## src/rtl/sm3_pkg.sv

```systemverilog
// Package for the SM3 hash engine: widths, constants, command types and round helpers.
// Depends on nothing; every rtl file uses it.
`timescale 1ns / 1ps
package sm3_pkg;

    localparam int WORD_W      = 32;
    localparam int QUEUE_DEPTH = 4;
    localparam int BLOCK_WORDS = 16;

    localparam logic [31:0] T_LOW  = 32'h79CC4519;
    localparam logic [31:0] T_HIGH = 32'h7A879D8A;
    localparam logic [7:0]  PAD_BYTE = 8'h80;

    localparam logic [255:0] SM3_IV = {
        32'h7380166F, 32'h4914B2B9, 32'h172442D7, 32'hDA8A0600,
        32'hA96F30BC, 32'h163138AA, 32'hE38DEE4D, 32'hB0FB0E4E
    };

    // One command from the front end: a word to load into the block buffer,
    // optionally followed by finishing the message.
    typedef struct packed {
        logic [31:0] word;
        logic        pad_start;  // this word carries the 0x80 byte
        logic        finish;     // after loading this word, pad and emit digest
        logic        pad_next;   // 0x80 must start the next word (four full bytes)
    } cmd_t;

    typedef enum logic [2:0] {
        ST_IDLE,
        ST_ROUND,
        ST_PADWORD,
        ST_ZERO,
        ST_LEN_HI,
        ST_LEN_LO,
        ST_EMIT
    } back_state_t;

    function automatic logic [31:0] rotl(input logic [31:0] x, input logic [4:0] n);
        logic [63:0] d;
        d = {x, x} << n;
        return d[63:32];
    endfunction

    function automatic logic [31:0] perm0(input logic [31:0] x);
        return x ^ rotl(x, 5'd9) ^ rotl(x, 5'd17);
    endfunction

    function automatic logic [31:0] perm1(input logic [31:0] x);
        return x ^ rotl(x, 5'd15) ^ rotl(x, 5'd23);
    endfunction

endpackage

```

## src/rtl/sm3_hash_engine.sv

```systemverilog
// Top level of the streaming SM3 hash engine: joins the front end queue and the back end.
// Depends on sm3_pkg, sm3_front and sm3_back.
//
//   channel   direction  handshake        payload
//   input     in         push / full      data_word, valid_bytes, last_word
//   result    out        pop / empty      digest_part, part_index, part_last
//
// Each beat loads one word into the block buffer; every sixteenth word
// starts a compression, one SM3 round per cycle, during which the back end takes
// no new words. The last beat adds padding words one a cycle and one or two
// compressions, after which four digest beats are offered.
// Reset clears the queue, the sequencer and restores the initial chaining value.
// Input beats keep queueing while the back end compresses or waits on pop.
`timescale 1ns / 1ps
module sm3_hash_engine #(
    parameter int QUEUE_DEPTH = sm3_pkg::QUEUE_DEPTH
) (
    input  logic        clk,
    input  logic        rst_n,
    input  logic [31:0] data_word,
    input  logic [2:0]  valid_bytes,
    input  logic        last_word,
    input  logic        push,
    output logic        full,
    output logic        empty,
    input  logic        pop,
    output logic [63:0] digest_part,
    output logic [1:0]  part_index,
    output logic        part_last
);
    sm3_pkg::cmd_t cmd;
    logic          cmd_valid;
    logic          cmd_take;
    logic [3:0]    cmd_bytes;

    // Front end: masks the final word, inserts the padding byte and queues commands.
    sm3_front #(.QUEUE_DEPTH(QUEUE_DEPTH)) u_front (
        .clk(clk), .rst_n(rst_n),
        .data_word(data_word), .valid_bytes(valid_bytes), .last_word(last_word),
        .push(push), .full(full),
        .cmd_valid(cmd_valid), .cmd(cmd), .cmd_bytes(cmd_bytes), .cmd_take(cmd_take)
    );

    // Back end: block buffer, padding sequencer, round unit and digest register.
    sm3_back u_back (
        .clk(clk), .rst_n(rst_n),
        .cmd_valid(cmd_valid), .cmd(cmd), .cmd_bytes(cmd_bytes), .cmd_take(cmd_take),
        .empty(empty), .pop(pop),
        .digest_part(digest_part), .part_index(part_index), .part_last(part_last)
    );
endmodule

```

## src/rtl/sm3_front.sv

```systemverilog
// Front end of the SM3 hash engine: masks and classifies input beats into commands
// and holds them in a short queue for the back end. Depends on sm3_pkg.
`timescale 1ns / 1ps
module sm3_front #(
    parameter int QUEUE_DEPTH = sm3_pkg::QUEUE_DEPTH
) (
    input  logic               clk,
    input  logic               rst_n,
    input  logic [31:0]        data_word,
    input  logic [2:0]         valid_bytes,
    input  logic               last_word,
    input  logic               push,
    output logic               full,
    output logic               cmd_valid,
    output sm3_pkg::cmd_t      cmd,
    output logic [3:0]         cmd_bytes,
    input  logic               cmd_take
);
    localparam int PW = (QUEUE_DEPTH > 1) ? $clog2(QUEUE_DEPTH) : 1;

    typedef struct packed {
        sm3_pkg::cmd_t c;
        logic [3:0]    nbytes;
    } entry_t;

    entry_t            queue_reg [QUEUE_DEPTH];
    logic [PW-1:0]     wr_ptr_reg, rd_ptr_reg;
    logic [PW:0]       count_reg;
    entry_t            new_entry;
    logic [2:0]        nb;
    logic [31:0]       mask;
    logic              do_push, do_pop;

    always_comb
    begin
        nb = (valid_bytes > 3'd4) ? 3'd4 : valid_bytes;
        if (!last_word)
            nb = 3'd4;
        case (nb)
            3'd0:    mask = 32'h00000000;
            3'd1:    mask = 32'hFF000000;
            3'd2:    mask = 32'hFFFF0000;
            3'd3:    mask = 32'hFFFFFF00;
            default: mask = 32'hFFFFFFFF;
        endcase
        new_entry.c.word      = data_word & mask;
        new_entry.c.pad_start = 1'b0;
        new_entry.c.finish    = last_word;
        new_entry.c.pad_next  = last_word && (nb == 3'd4);
        new_entry.nbytes      = {1'b0, nb};
        if (last_word && nb != 3'd4)
        begin
            new_entry.c.pad_start = 1'b1;
            new_entry.c.word = new_entry.c.word
                | ({24'd0, sm3_pkg::PAD_BYTE} << (5'd24 - {nb[1:0], 3'd0}));
        end
    end

    assign full      = (count_reg == (PW+1)'(QUEUE_DEPTH));
    assign cmd_valid = (count_reg != '0);
    assign cmd       = queue_reg[rd_ptr_reg].c;
    assign cmd_bytes = queue_reg[rd_ptr_reg].nbytes;
    assign do_push   = push && !full;
    assign do_pop    = cmd_take && cmd_valid;

    always_ff @(posedge clk)
    begin
        if (do_push)
            queue_reg[wr_ptr_reg] <= new_entry;
    end

    always_ff @(posedge clk or negedge rst_n)
    begin
        if (!rst_n)
        begin
            wr_ptr_reg <= '0;
            rd_ptr_reg <= '0;
            count_reg  <= '0;
        end
        else
        begin
            if (do_push)
                wr_ptr_reg <= (wr_ptr_reg == PW'(QUEUE_DEPTH-1)) ? '0 : wr_ptr_reg + 1'b1;
            if (do_pop)
                rd_ptr_reg <= (rd_ptr_reg == PW'(QUEUE_DEPTH-1)) ? '0 : rd_ptr_reg + 1'b1;
            if (do_push && !do_pop)
                count_reg <= count_reg + 1'b1;
            else if (do_pop && !do_push)
                count_reg <= count_reg - 1'b1;
        end
    end
endmodule

```

## src/rtl/sm3_back.sv

```systemverilog
// Back end of the SM3 hash engine: block buffer, padding sequencer, one-round-per-cycle
// compression and the digest output register. Depends on sm3_pkg.
`timescale 1ns / 1ps
module sm3_back (
    input  logic               clk,
    input  logic               rst_n,
    input  logic               cmd_valid,
    input  sm3_pkg::cmd_t      cmd,
    input  logic [3:0]         cmd_bytes,
    output logic               cmd_take,
    output logic               empty,
    input  logic               pop,
    output logic [63:0]        digest_part,
    output logic [1:0]         part_index,
    output logic               part_last
);
    sm3_pkg::back_state_t state_reg, state_next;

    logic [31:0] w_reg [16];       // sliding message schedule window
    logic [31:0] v_reg [8];        // chaining value
    logic [31:0] r_reg [8];        // working registers A..H
    logic [3:0]  fill_reg;
    logic [63:0] bits_reg;
    logic [6:0]  round_reg;
    logic        finish_reg;       // message ending: continue padding after compress
    logic        pad_next_reg;     // the 0x80 word is still owed after this compress
    logic [1:0]  part_reg;
    logic        empty_reg;

    // word load request for this cycle
    logic        load;
    logic [31:0] load_word;
    logic        start_cmp;
    logic        last_round;

    // round datapath
    logic        early;
    logic [31:0] a12, ss1, ss2, ff, gg, tt1, tt2, tj, wn;

    always_comb
    begin
        early = (round_reg < 7'd16);
        tj    = sm3_pkg::rotl(early ? sm3_pkg::T_LOW : sm3_pkg::T_HIGH, round_reg[4:0]);
        a12   = sm3_pkg::rotl(r_reg[0], 5'd12);
        ss1   = sm3_pkg::rotl(a12 + r_reg[4] + tj, 5'd7);
        ss2   = ss1 ^ a12;
        ff    = early ? (r_reg[0] ^ r_reg[1] ^ r_reg[2])
                      : ((r_reg[0] & r_reg[1]) | (r_reg[0] & r_reg[2]) | (r_reg[1] & r_reg[2]));
        gg    = early ? (r_reg[4] ^ r_reg[5] ^ r_reg[6])
                      : ((r_reg[4] & r_reg[5]) | (~r_reg[4] & r_reg[6]));
        tt1   = ff + r_reg[3] + ss2 + (w_reg[0] ^ w_reg[4]);
        tt2   = gg + r_reg[7] + ss1 + w_reg[0];
        wn    = sm3_pkg::perm1(w_reg[0] ^ w_reg[7] ^ sm3_pkg::rotl(w_reg[13], 5'd15))
              ^ sm3_pkg::rotl(w_reg[3], 5'd7) ^ w_reg[10];
        last_round = (round_reg == 7'd63);
    end

    // next state
    always_comb
    begin
        state_next = state_reg;
        case (state_reg)
            sm3_pkg::ST_IDLE:
                if (cmd_valid)
                begin
                    if (fill_reg == 4'd15)
                        state_next = sm3_pkg::ST_ROUND;
                    else if (cmd.finish)
                        state_next = cmd.pad_next ? sm3_pkg::ST_PADWORD
                                   : (fill_reg == 4'd13) ? sm3_pkg::ST_LEN_HI
                                   : sm3_pkg::ST_ZERO;
                end
            sm3_pkg::ST_ROUND:
                if (last_round)
                    state_next = !finish_reg ? sm3_pkg::ST_IDLE
                               : (bits_reg == 64'd1) ? sm3_pkg::ST_EMIT
                               : pad_next_reg ? sm3_pkg::ST_PADWORD
                               : sm3_pkg::ST_ZERO;
            sm3_pkg::ST_PADWORD:
                state_next = (fill_reg == 4'd15) ? sm3_pkg::ST_ROUND
                           : (fill_reg == 4'd13) ? sm3_pkg::ST_LEN_HI : sm3_pkg::ST_ZERO;
            sm3_pkg::ST_ZERO:
                if (fill_reg == 4'd15)
                    state_next = sm3_pkg::ST_ROUND;
                else if (fill_reg == 4'd13)
                    state_next = sm3_pkg::ST_LEN_HI;
            sm3_pkg::ST_LEN_HI:
                state_next = sm3_pkg::ST_LEN_LO;
            sm3_pkg::ST_LEN_LO:
                state_next = sm3_pkg::ST_ROUND;
            sm3_pkg::ST_EMIT:
                if (pop && !empty_reg && part_reg == 2'd3)
                    state_next = sm3_pkg::ST_IDLE;
            default:
                state_next = sm3_pkg::ST_IDLE;
        endcase
    end

    // outputs of the sequencer
    always_comb
    begin
        load      = 1'b0;
        load_word = 32'd0;
        cmd_take  = 1'b0;
        case (state_reg)
            sm3_pkg::ST_IDLE:
            begin
                cmd_take  = cmd_valid;
                load      = cmd_valid;
                load_word = cmd.word;
            end
            sm3_pkg::ST_PADWORD:
            begin
                load      = 1'b1;
                load_word = {sm3_pkg::PAD_BYTE, 24'd0};
            end
            sm3_pkg::ST_ZERO:
                load = 1'b1;
            sm3_pkg::ST_LEN_HI:
            begin
                load      = 1'b1;
                load_word = bits_reg[63:32];
            end
            sm3_pkg::ST_LEN_LO:
            begin
                load      = 1'b1;
                load_word = bits_reg[31:0];
            end
            default:
                load = 1'b0;
        endcase
        start_cmp = load && (fill_reg == 4'd15);
    end

    assign empty       = empty_reg;
    assign digest_part = {v_reg[{part_reg, 1'b0}], v_reg[{part_reg, 1'b1}]};
    assign part_index  = part_reg;
    assign part_last   = (part_reg == 2'd3);

    // payload registers
    always_ff @(posedge clk)
    begin
        if (load)
            w_reg[fill_reg] <= load_word;
        else if (state_reg == sm3_pkg::ST_ROUND)
        begin
            for (int i = 0; i < 15; i++)
                w_reg[i] <= w_reg[i+1];
            w_reg[15] <= wn;
        end
        if (start_cmp)
        begin
            for (int i = 0; i < 8; i++)
                r_reg[i] <= v_reg[i];
        end
        else if (state_reg == sm3_pkg::ST_ROUND)
        begin
            r_reg[0] <= tt1;
            r_reg[1] <= r_reg[0];
            r_reg[2] <= sm3_pkg::rotl(r_reg[1], 5'd9);
            r_reg[3] <= r_reg[2];
            r_reg[4] <= sm3_pkg::perm0(tt2);
            r_reg[5] <= r_reg[4];
            r_reg[6] <= sm3_pkg::rotl(r_reg[5], 5'd19);
            r_reg[7] <= r_reg[6];
        end
    end

    always_ff @(posedge clk or negedge rst_n)
    begin
        if (!rst_n)
        begin
            state_reg    <= sm3_pkg::ST_IDLE;
            fill_reg     <= '0;
            bits_reg     <= '0;
            round_reg    <= '0;
            finish_reg   <= 1'b0;
            pad_next_reg <= 1'b0;
            part_reg     <= '0;
            empty_reg    <= 1'b1;
            for (int i = 0; i < 8; i++)
                v_reg[i] <= sm3_pkg::SM3_IV[255-32*i -: 32];
        end
        else
        begin
            state_reg <= state_next;
            if (load)
                fill_reg <= fill_reg + 1'b1;
            if (state_reg == sm3_pkg::ST_IDLE && cmd_valid)
            begin
                bits_reg     <= bits_reg + {57'd0, cmd_bytes, 3'd0};
                finish_reg   <= cmd.finish;
                pad_next_reg <= cmd.finish && cmd.pad_next;
            end
            if (state_reg == sm3_pkg::ST_PADWORD)
                pad_next_reg <= 1'b0;
            // The final block, with the length already loaded, is flagged by
            // reusing bits_reg's role: the value 1 tracks whether the length went in.
            if (state_reg == sm3_pkg::ST_LEN_LO)
                bits_reg <= 64'd1;
            if (state_reg == sm3_pkg::ST_ROUND)
            begin
                round_reg <= last_round ? 7'd0 : round_reg + 1'b1;
                if (last_round)
                begin
                    for (int i = 0; i < 8; i++)
                        v_reg[i] <= v_reg[i] ^ (i == 0 ? tt1 : i == 1 ? r_reg[0]
                                   : i == 2 ? sm3_pkg::rotl(r_reg[1], 5'd9)
                                   : i == 3 ? r_reg[2] : i == 4 ? sm3_pkg::perm0(tt2)
                                   : i == 5 ? r_reg[4] : i == 6 ? sm3_pkg::rotl(r_reg[5], 5'd19)
                                   : r_reg[6]);
                    if (finish_reg && bits_reg == 64'd1)
                        empty_reg <= 1'b0;
                end
            end
            if (state_reg == sm3_pkg::ST_EMIT && pop && !empty_reg)
            begin
                part_reg <= part_reg + 1'b1;
                if (part_reg == 2'd3)
                begin
                    empty_reg  <= 1'b1;
                    bits_reg   <= '0;
                    finish_reg <= 1'b0;
                    fill_reg   <= '0;
                    for (int i = 0; i < 8; i++)
                        v_reg[i] <= sm3_pkg::SM3_IV[255-32*i -: 32];
                end
            end
        end
    end
endmodule
```

## config.mk

```make
export PLATFORM = sky130hd
export DESIGN_NAME = sm3_hash_engine
export DESIGN_NICKNAME = d
export VERILOG_FILES = /design/src/rtl/sm3_pkg.sv /design/src/rtl/sm3_hash_engine.sv /design/src/rtl/sm3_front.sv /design/src/rtl/sm3_back.sv
export SDC_FILE = /design/constraint.sdc
export NUM_CORES = 2
export LEC_CHECK = 0
export CAP_MARGIN = 30
export CORE_AREA = 8 8 365 367
export DETAILED_ROUTE_END_ITERATION = 8
export DIE_AREA = 0 0 373 375
export DONT_BUFFER_PORTS = 1
export GPL_ROUTABILITY_DRIVEN = 0
export HOLD_SLACK_MARGIN = 0.06
export PLACE_DENSITY = 0.74
export SYNTH_ARGS = -nofsm -noshare
export SYNTH_HDL_FRONTEND = slang
export SYNTH_HIERARCHICAL = 1
export SYNTH_SLANG_ARGS = --single-unit
export TNS_END_PERCENT = 100
```

## constraint.sdc

```tcl
create_clock -name clk -period 26.6 [get_ports clk]
set_clock_uncertainty 0.2 [all_clocks]
set_input_delay 1.33 -clock clk [delete_from_list [all_inputs] [get_ports clk]]
set_output_delay 1.33 -clock clk [all_outputs]
set_load 0.02 [all_outputs]
```

### Yosys cells after proc, flatten, opt, wreduce, memory -nomap -nowiden

Memories as Yosys holds them, arrays and structs flattened.
Index checks and enable logic that the tools add are counted.

* word-level logic and storage cells: 216
* output and inout port bits: 69
* bits of input ports: 40
* bits in registers: 346
* memories: 3
* bits in writable memories: 920

* shift-type cells: 2
* $add $sub $neg: 17
* $lt $le $gt $ge: 4
* reductions and logical operators: 26
* bitwise gates (word level): 43
* equal/unequal tests: 24
* muxes and demuxes: 78

Memories
* u_back.w_reg: words 16, width 32, read ports 16, clocked after memory_dff 0, wr ports 16, RTL line sm3_back.sv:19 `logic [31:0] w_reg [16];`
* u_back.r_reg: words 8, width 32, read ports 8, clocked after memory_dff 0, wr ports 8, RTL line sm3_back.sv:21 `logic [31:0] r_reg [8];`
* u_front.queue_reg: words 4, width 38, read ports 1, clocked after memory_dff 0, wr ports 1, RTL line sm3_front.sv:26 `entry_t queue_reg [QUEUE_DEPTH];`

Operator list (number)
* $mux 256: 4
* $xor 32x32->32: 22
* $mux 32: 15
* $add 32x32->32: 8
* $mux 64: 4
* $pmux 32 s4: 2
* $and 32x32->32: 6
* $bmux 32 s3: 2
* $or 32x32->32: 4
* $add 64x7->64: 1
* $eq 64x1->1 const B: 1
* $shl 64x5->64: 1
* $mux 3: 16
* $mux 33: 1
* $not 32->32: 1
* $reduce_or 32->1: 1
* $shl 8x5->32 const A: 1
* $mux 26: 1
* $mux 1: 24
* $pmux 3 s7: 1
* $mux 4: 4
* $eq 3x3->1 const B: 5
* $logic_and 1x1->1: 14
* $eq 3x2->1 const B: 4
* other kinds (27): 51

### Depth between registers and ports, before layout

An unclocked memory read counts as a cell.

* depth in word-level cells: 15
* depth in mapped cells: 42
* gate-level depth less buffers: 39

### Hierarchy

Netlist, hierarchy kept.

By module, submodules not included
* sm3_back: times used 1, seq. area each 31695.4 sq um, area an instance 63352.0 sq um, cells an instance 5708
* sm3_front: times used 1, seq. area each 4739.5 sq um, area an instance 6259.8 sq um, cells an instance 282

### Worst setup path after synthesis

OpenSTA, ideal clock, no wires.

* path type: register -> register
* start: register u_front.count_reg[0]
* end: memory u_back.r_reg[0][0], enable pin
* arrival: 18.884 ns
* path buffers: 0
* slack: 6.287 ns
* stages on the path, launching flop included: 5
* clock period less this slack: 20.313 ns
* path through: dfrtp_1 > or3_4 > nor2b_1 > o21ai_1 > o21ai_0

RTL lines
* from (decl): RTL line sm3_front.sv:28 `logic [PW:0] count_reg;`
* from (signal assigned): RTL line sm3_front.sv:87 `count_reg <= count_reg + 1'b1;`
* from (signal assigned): RTL line sm3_front.sv:89 `count_reg <= count_reg - 1'b1;`
* to (decl): RTL line sm3_back.sv:21

### Worst setup path in the final report

* start: register u_back.round_reg[4]
* end: register u_back/v_reg[251] (netlist name)

* longest elaborated chain between the ends: 12
* elaborated cells on any way between the ends: 15

Ends and longest elaborated chain
* from (decl): RTL line sm3_back.sv:24 `logic [6:0] round_reg;`
* from (signal assigned): RTL line sm3_back.sv:203 `round_reg <= last_round ? 7'd0 : round_reg + 1'b1;`
* $lt 7x5->1: RTL line sm3_back.sv:42 `early = (round_reg < 7'd16);`
* $mux 26: RTL line sm3_back.sv:43 `tj = sm3_pkg::rotl(early ? sm3_pkg::T_LOW : sm3_pkg::T_HIGH, round_reg[4:0]);`
* $shl 64x5->64: RTL line sm3_pkg.sv:40 `d = {x, x} << n;`
* $add 32x32->32: RTL line sm3_back.sv:45 `ss1 = sm3_pkg::rotl(a12 + r_reg[4] + tj, 5'd7);`
* $xor 32x32->32: RTL line sm3_back.sv:46 `ss2 = ss1 ^ a12;`
* $add 32x32->32 (2 in a row): RTL line sm3_back.sv:51 `tt1 = ff + r_reg[3] + ss2 + (w_reg[0] ^ w_reg[4]);`
* $xor 32x32->32: RTL line sm3_back.sv:207 `v_reg[i] <= v_reg[i] ^ (i == 0 ? tt1 : i == 1 ? r_reg[0]`
* $mux 256 *: RTL line sm3_back.sv:204 `if (last_round)`
* $mux 256 *: RTL line sm3_back.sv:201 `if (state_reg == sm3_pkg::ST_ROUND)`
* $mux 256: RTL line sm3_back.sv:219 `if (part_reg == 2'd3)`
* $mux 256 *: RTL line sm3_back.sv:216 `if (state_reg == sm3_pkg::ST_EMIT && pop && !empty_reg)`
* to (signal, indexed assignment): RTL line sm3_back.sv:182 `v_reg[i] <= sm3_pkg::SM3_IV[255-32*i -: 32];`
* to (signal, indexed assignment): RTL line sm3_back.sv:207
* to (signal, indexed assignment): RTL line sm3_back.sv:226 `v_reg[i] <= sm3_pkg::SM3_IV[255-32*i -: 32];`
* to (decl): RTL line sm3_back.sv:20 `logic [31:0] v_reg [8];`

Mark *: on every way between the ends. The rest lies on a longest branch, timed or not.
A chain may end at the register's enable or synchronous reset.

==> impl_metrics.tcl <==
set metrics [dict create \
    status "finished, final reports clean" \
    rows 131 \
    mostFrequentLayoutCells "edfxtp_1, nand2_1, a21o_1, o21ai_0, xnor2_1" \
    syn-num-nets 6328 \
    clk_path_buf_depth 3 \
    insertion_delay_ps 790 \
    cts_resized 0 \
    routed_wl_microns 218000 \
    fillCellCount 9921 \
    pre_cts_ws_ps 15560 \
    layout.nets 6230 \
    period_share 0.434 \
    io_buffers 0 \
    route.antenna.remaining_nets 0 \
    cts_hold_buf 0 \
    crit_fanout 47 \
    startpoint_type "register" \
    avgSynthCellArea_sq_um 11.6 \
    whs_ps 121 \
    dp_hpwl_microns 153000 \
    largest_reg_flops 512 \
    cp_slowest_stage_delay_ps 600 \
    final_layout_size_suffix_gt1_frac 0.115 \
    path_common_cell "o21ai_0" \
    dieHeight_microns 375 \
    switching_share 0.215 \
    cts_tree "yes" \
    p_leak_nw 31.7 \
    cts_made_buffers 136 \
    via_per_inst 6.42 \
    avgRoutedWirePerCell_microns 28.4 \
    vdd_drop_max_v 0.0000691 \
    placed_area_sq_um 71100 \
    p_seq_frac 0.527 \
    path_delay_family "compound AO/OA/AOI/OAI gates" \
    critPathBufInv 7 \
    clkPwrFrac 0.450 \
    grt_max_degree 347 \
    start_util 0.547 \
    die_area_sq_um 140000 \
    drc_errors 0 \
    fin_setup_tns_ps 0 \
    drt_iter0_drc 6820 \
    criticalPathCategory "reg -> reg" \
    fp.dieW_microns 373 \
    grtUsageTotal 0.302 \
    cp-end-kind "register" \
    core_sq_um 127000 \
    ys_warn_count 6 \
    gr-total-overflow 0 \
    worstMarginPinSlew_ps 1080 \
    hold_class "in -> async" \
    syn2layout_area_growth_pct 8.80 \
    setup_viol 0 \
    design_area_sq_um 75600 \
    cts_sinks 1262 \
    fmax_ghz 0.0867 \
    cts_setup_buffers 0 \
    h-tree-depth 4 \
    antenna_found_initial 6 \
    syn_area_sq_um 69500 \
    pwr-share-comb 0.022 \
    cp-startpoint "u_back/round_reg[4]$_DFFE_PN0P_" \
    power_density_nw_per_um2 54.3 \
    cts.reportedPaths.clkPinSlew_ps 60 \
    setup_slack_ps 15060 \
    cts_root_buffer "clkbuf_16" \
    vias 49200 \
    grt_pass1_wl_microns 317000 \
    crit_slowest_cell "buf_4" \
    drv_slew 0 \
    p_sw_mw 0.884 \
    hold_viol 0 \
    dr.pass1.iters 8 \
    io_pins 109 \
    final_common_cell "edfxtp_1" \
    r2r-start "u_back/round_reg[4]$_DFFE_PN0P_" \
    synth_cells 5985 \
    post-route-min-period_ps 11540 \
    max_cap_viol_count 0 \
    rsz0062_at_grt "no" \
    relSlewSlack 0.283 \
    internal_power_mw 3.22 \
    grt_pass1_vias 46500 \
    required_ps 27100 \
    arrival_ps 12030 \
]
power groups by stage:
stage,Combinational [mW],Sequential [mW],Clock [mW]
after floorplan,0.0612,2.20,0
after global placement,0.0826,2.20,0
after detailed placement,0.0940,2.20,0
after CTS,0.0943,2.17,1.87
after global routing,0.100,2.17,1.94
final,0.0924,2.17,1.85
final timing paths:
kind | slack [ps] | cells after the start | end
min in group clk | 310 | 1 | u_back/w_reg[13][20]$_DFFE_PP_
hold reg to reg | 310 | 1 | u_back/w_reg[13][20]$_DFFE_PP_
max in group asynchronous | 25320 | 0 | u_back/v_reg[148]$_DFF_PN0_
hold / removal | 120 | 0 | u_back/v_reg[128]$_DFF_PN0_
setup / recovery | 15060 | 37 | u_back/v_reg[251]$_DFF_PN0_
setup reg to reg | 15060 | 37 | u_back/v_reg[251]$_DFF_PN0_
layer usage:
| layer | vias to the layer above | wire, microns | GRT usage |
|---|---|---|---|
| met2 | 3064 | 94000 | 0.442 |
| met3 | 611 | 25600 | 0.0842 |
| met5 | - | 15 | 0 |
| li1 | 21000 | - | - |
| met1 | 24500 | 80900 | 0.397 |
| met4 | 2 | 17000 | 0.194 |
cell type report:
cell class | instances | area, sq um | area share
Inverter | 314 | 1180 | 0.0156
Clock buffer | 196 | 3800 | 0.0503
Sequential cell | 1262 | 36300 | 0.481
Antenna cell | 2 | 5.00 | 0.0000662
Timing Repair Buffer | 94 | 936 | 0.0124
Tap cell | 1662 | 2080 | 0.0275
Multi-Input combinational cell | 4079 | 30800 | 0.407
Clock inverter | 54 | 505 | 0.00669
stage by stage:
step                 util  cells  total power, mW
finish              0.595   7663             4.11
global route        0.595   7662             4.21
CTS                 0.594   7650             4.13
detailed placement  0.560   7400             2.30
global placement    0.557   7372             2.28
floorplan               -   5985             2.26
Power figures use the tool's default switching activity.
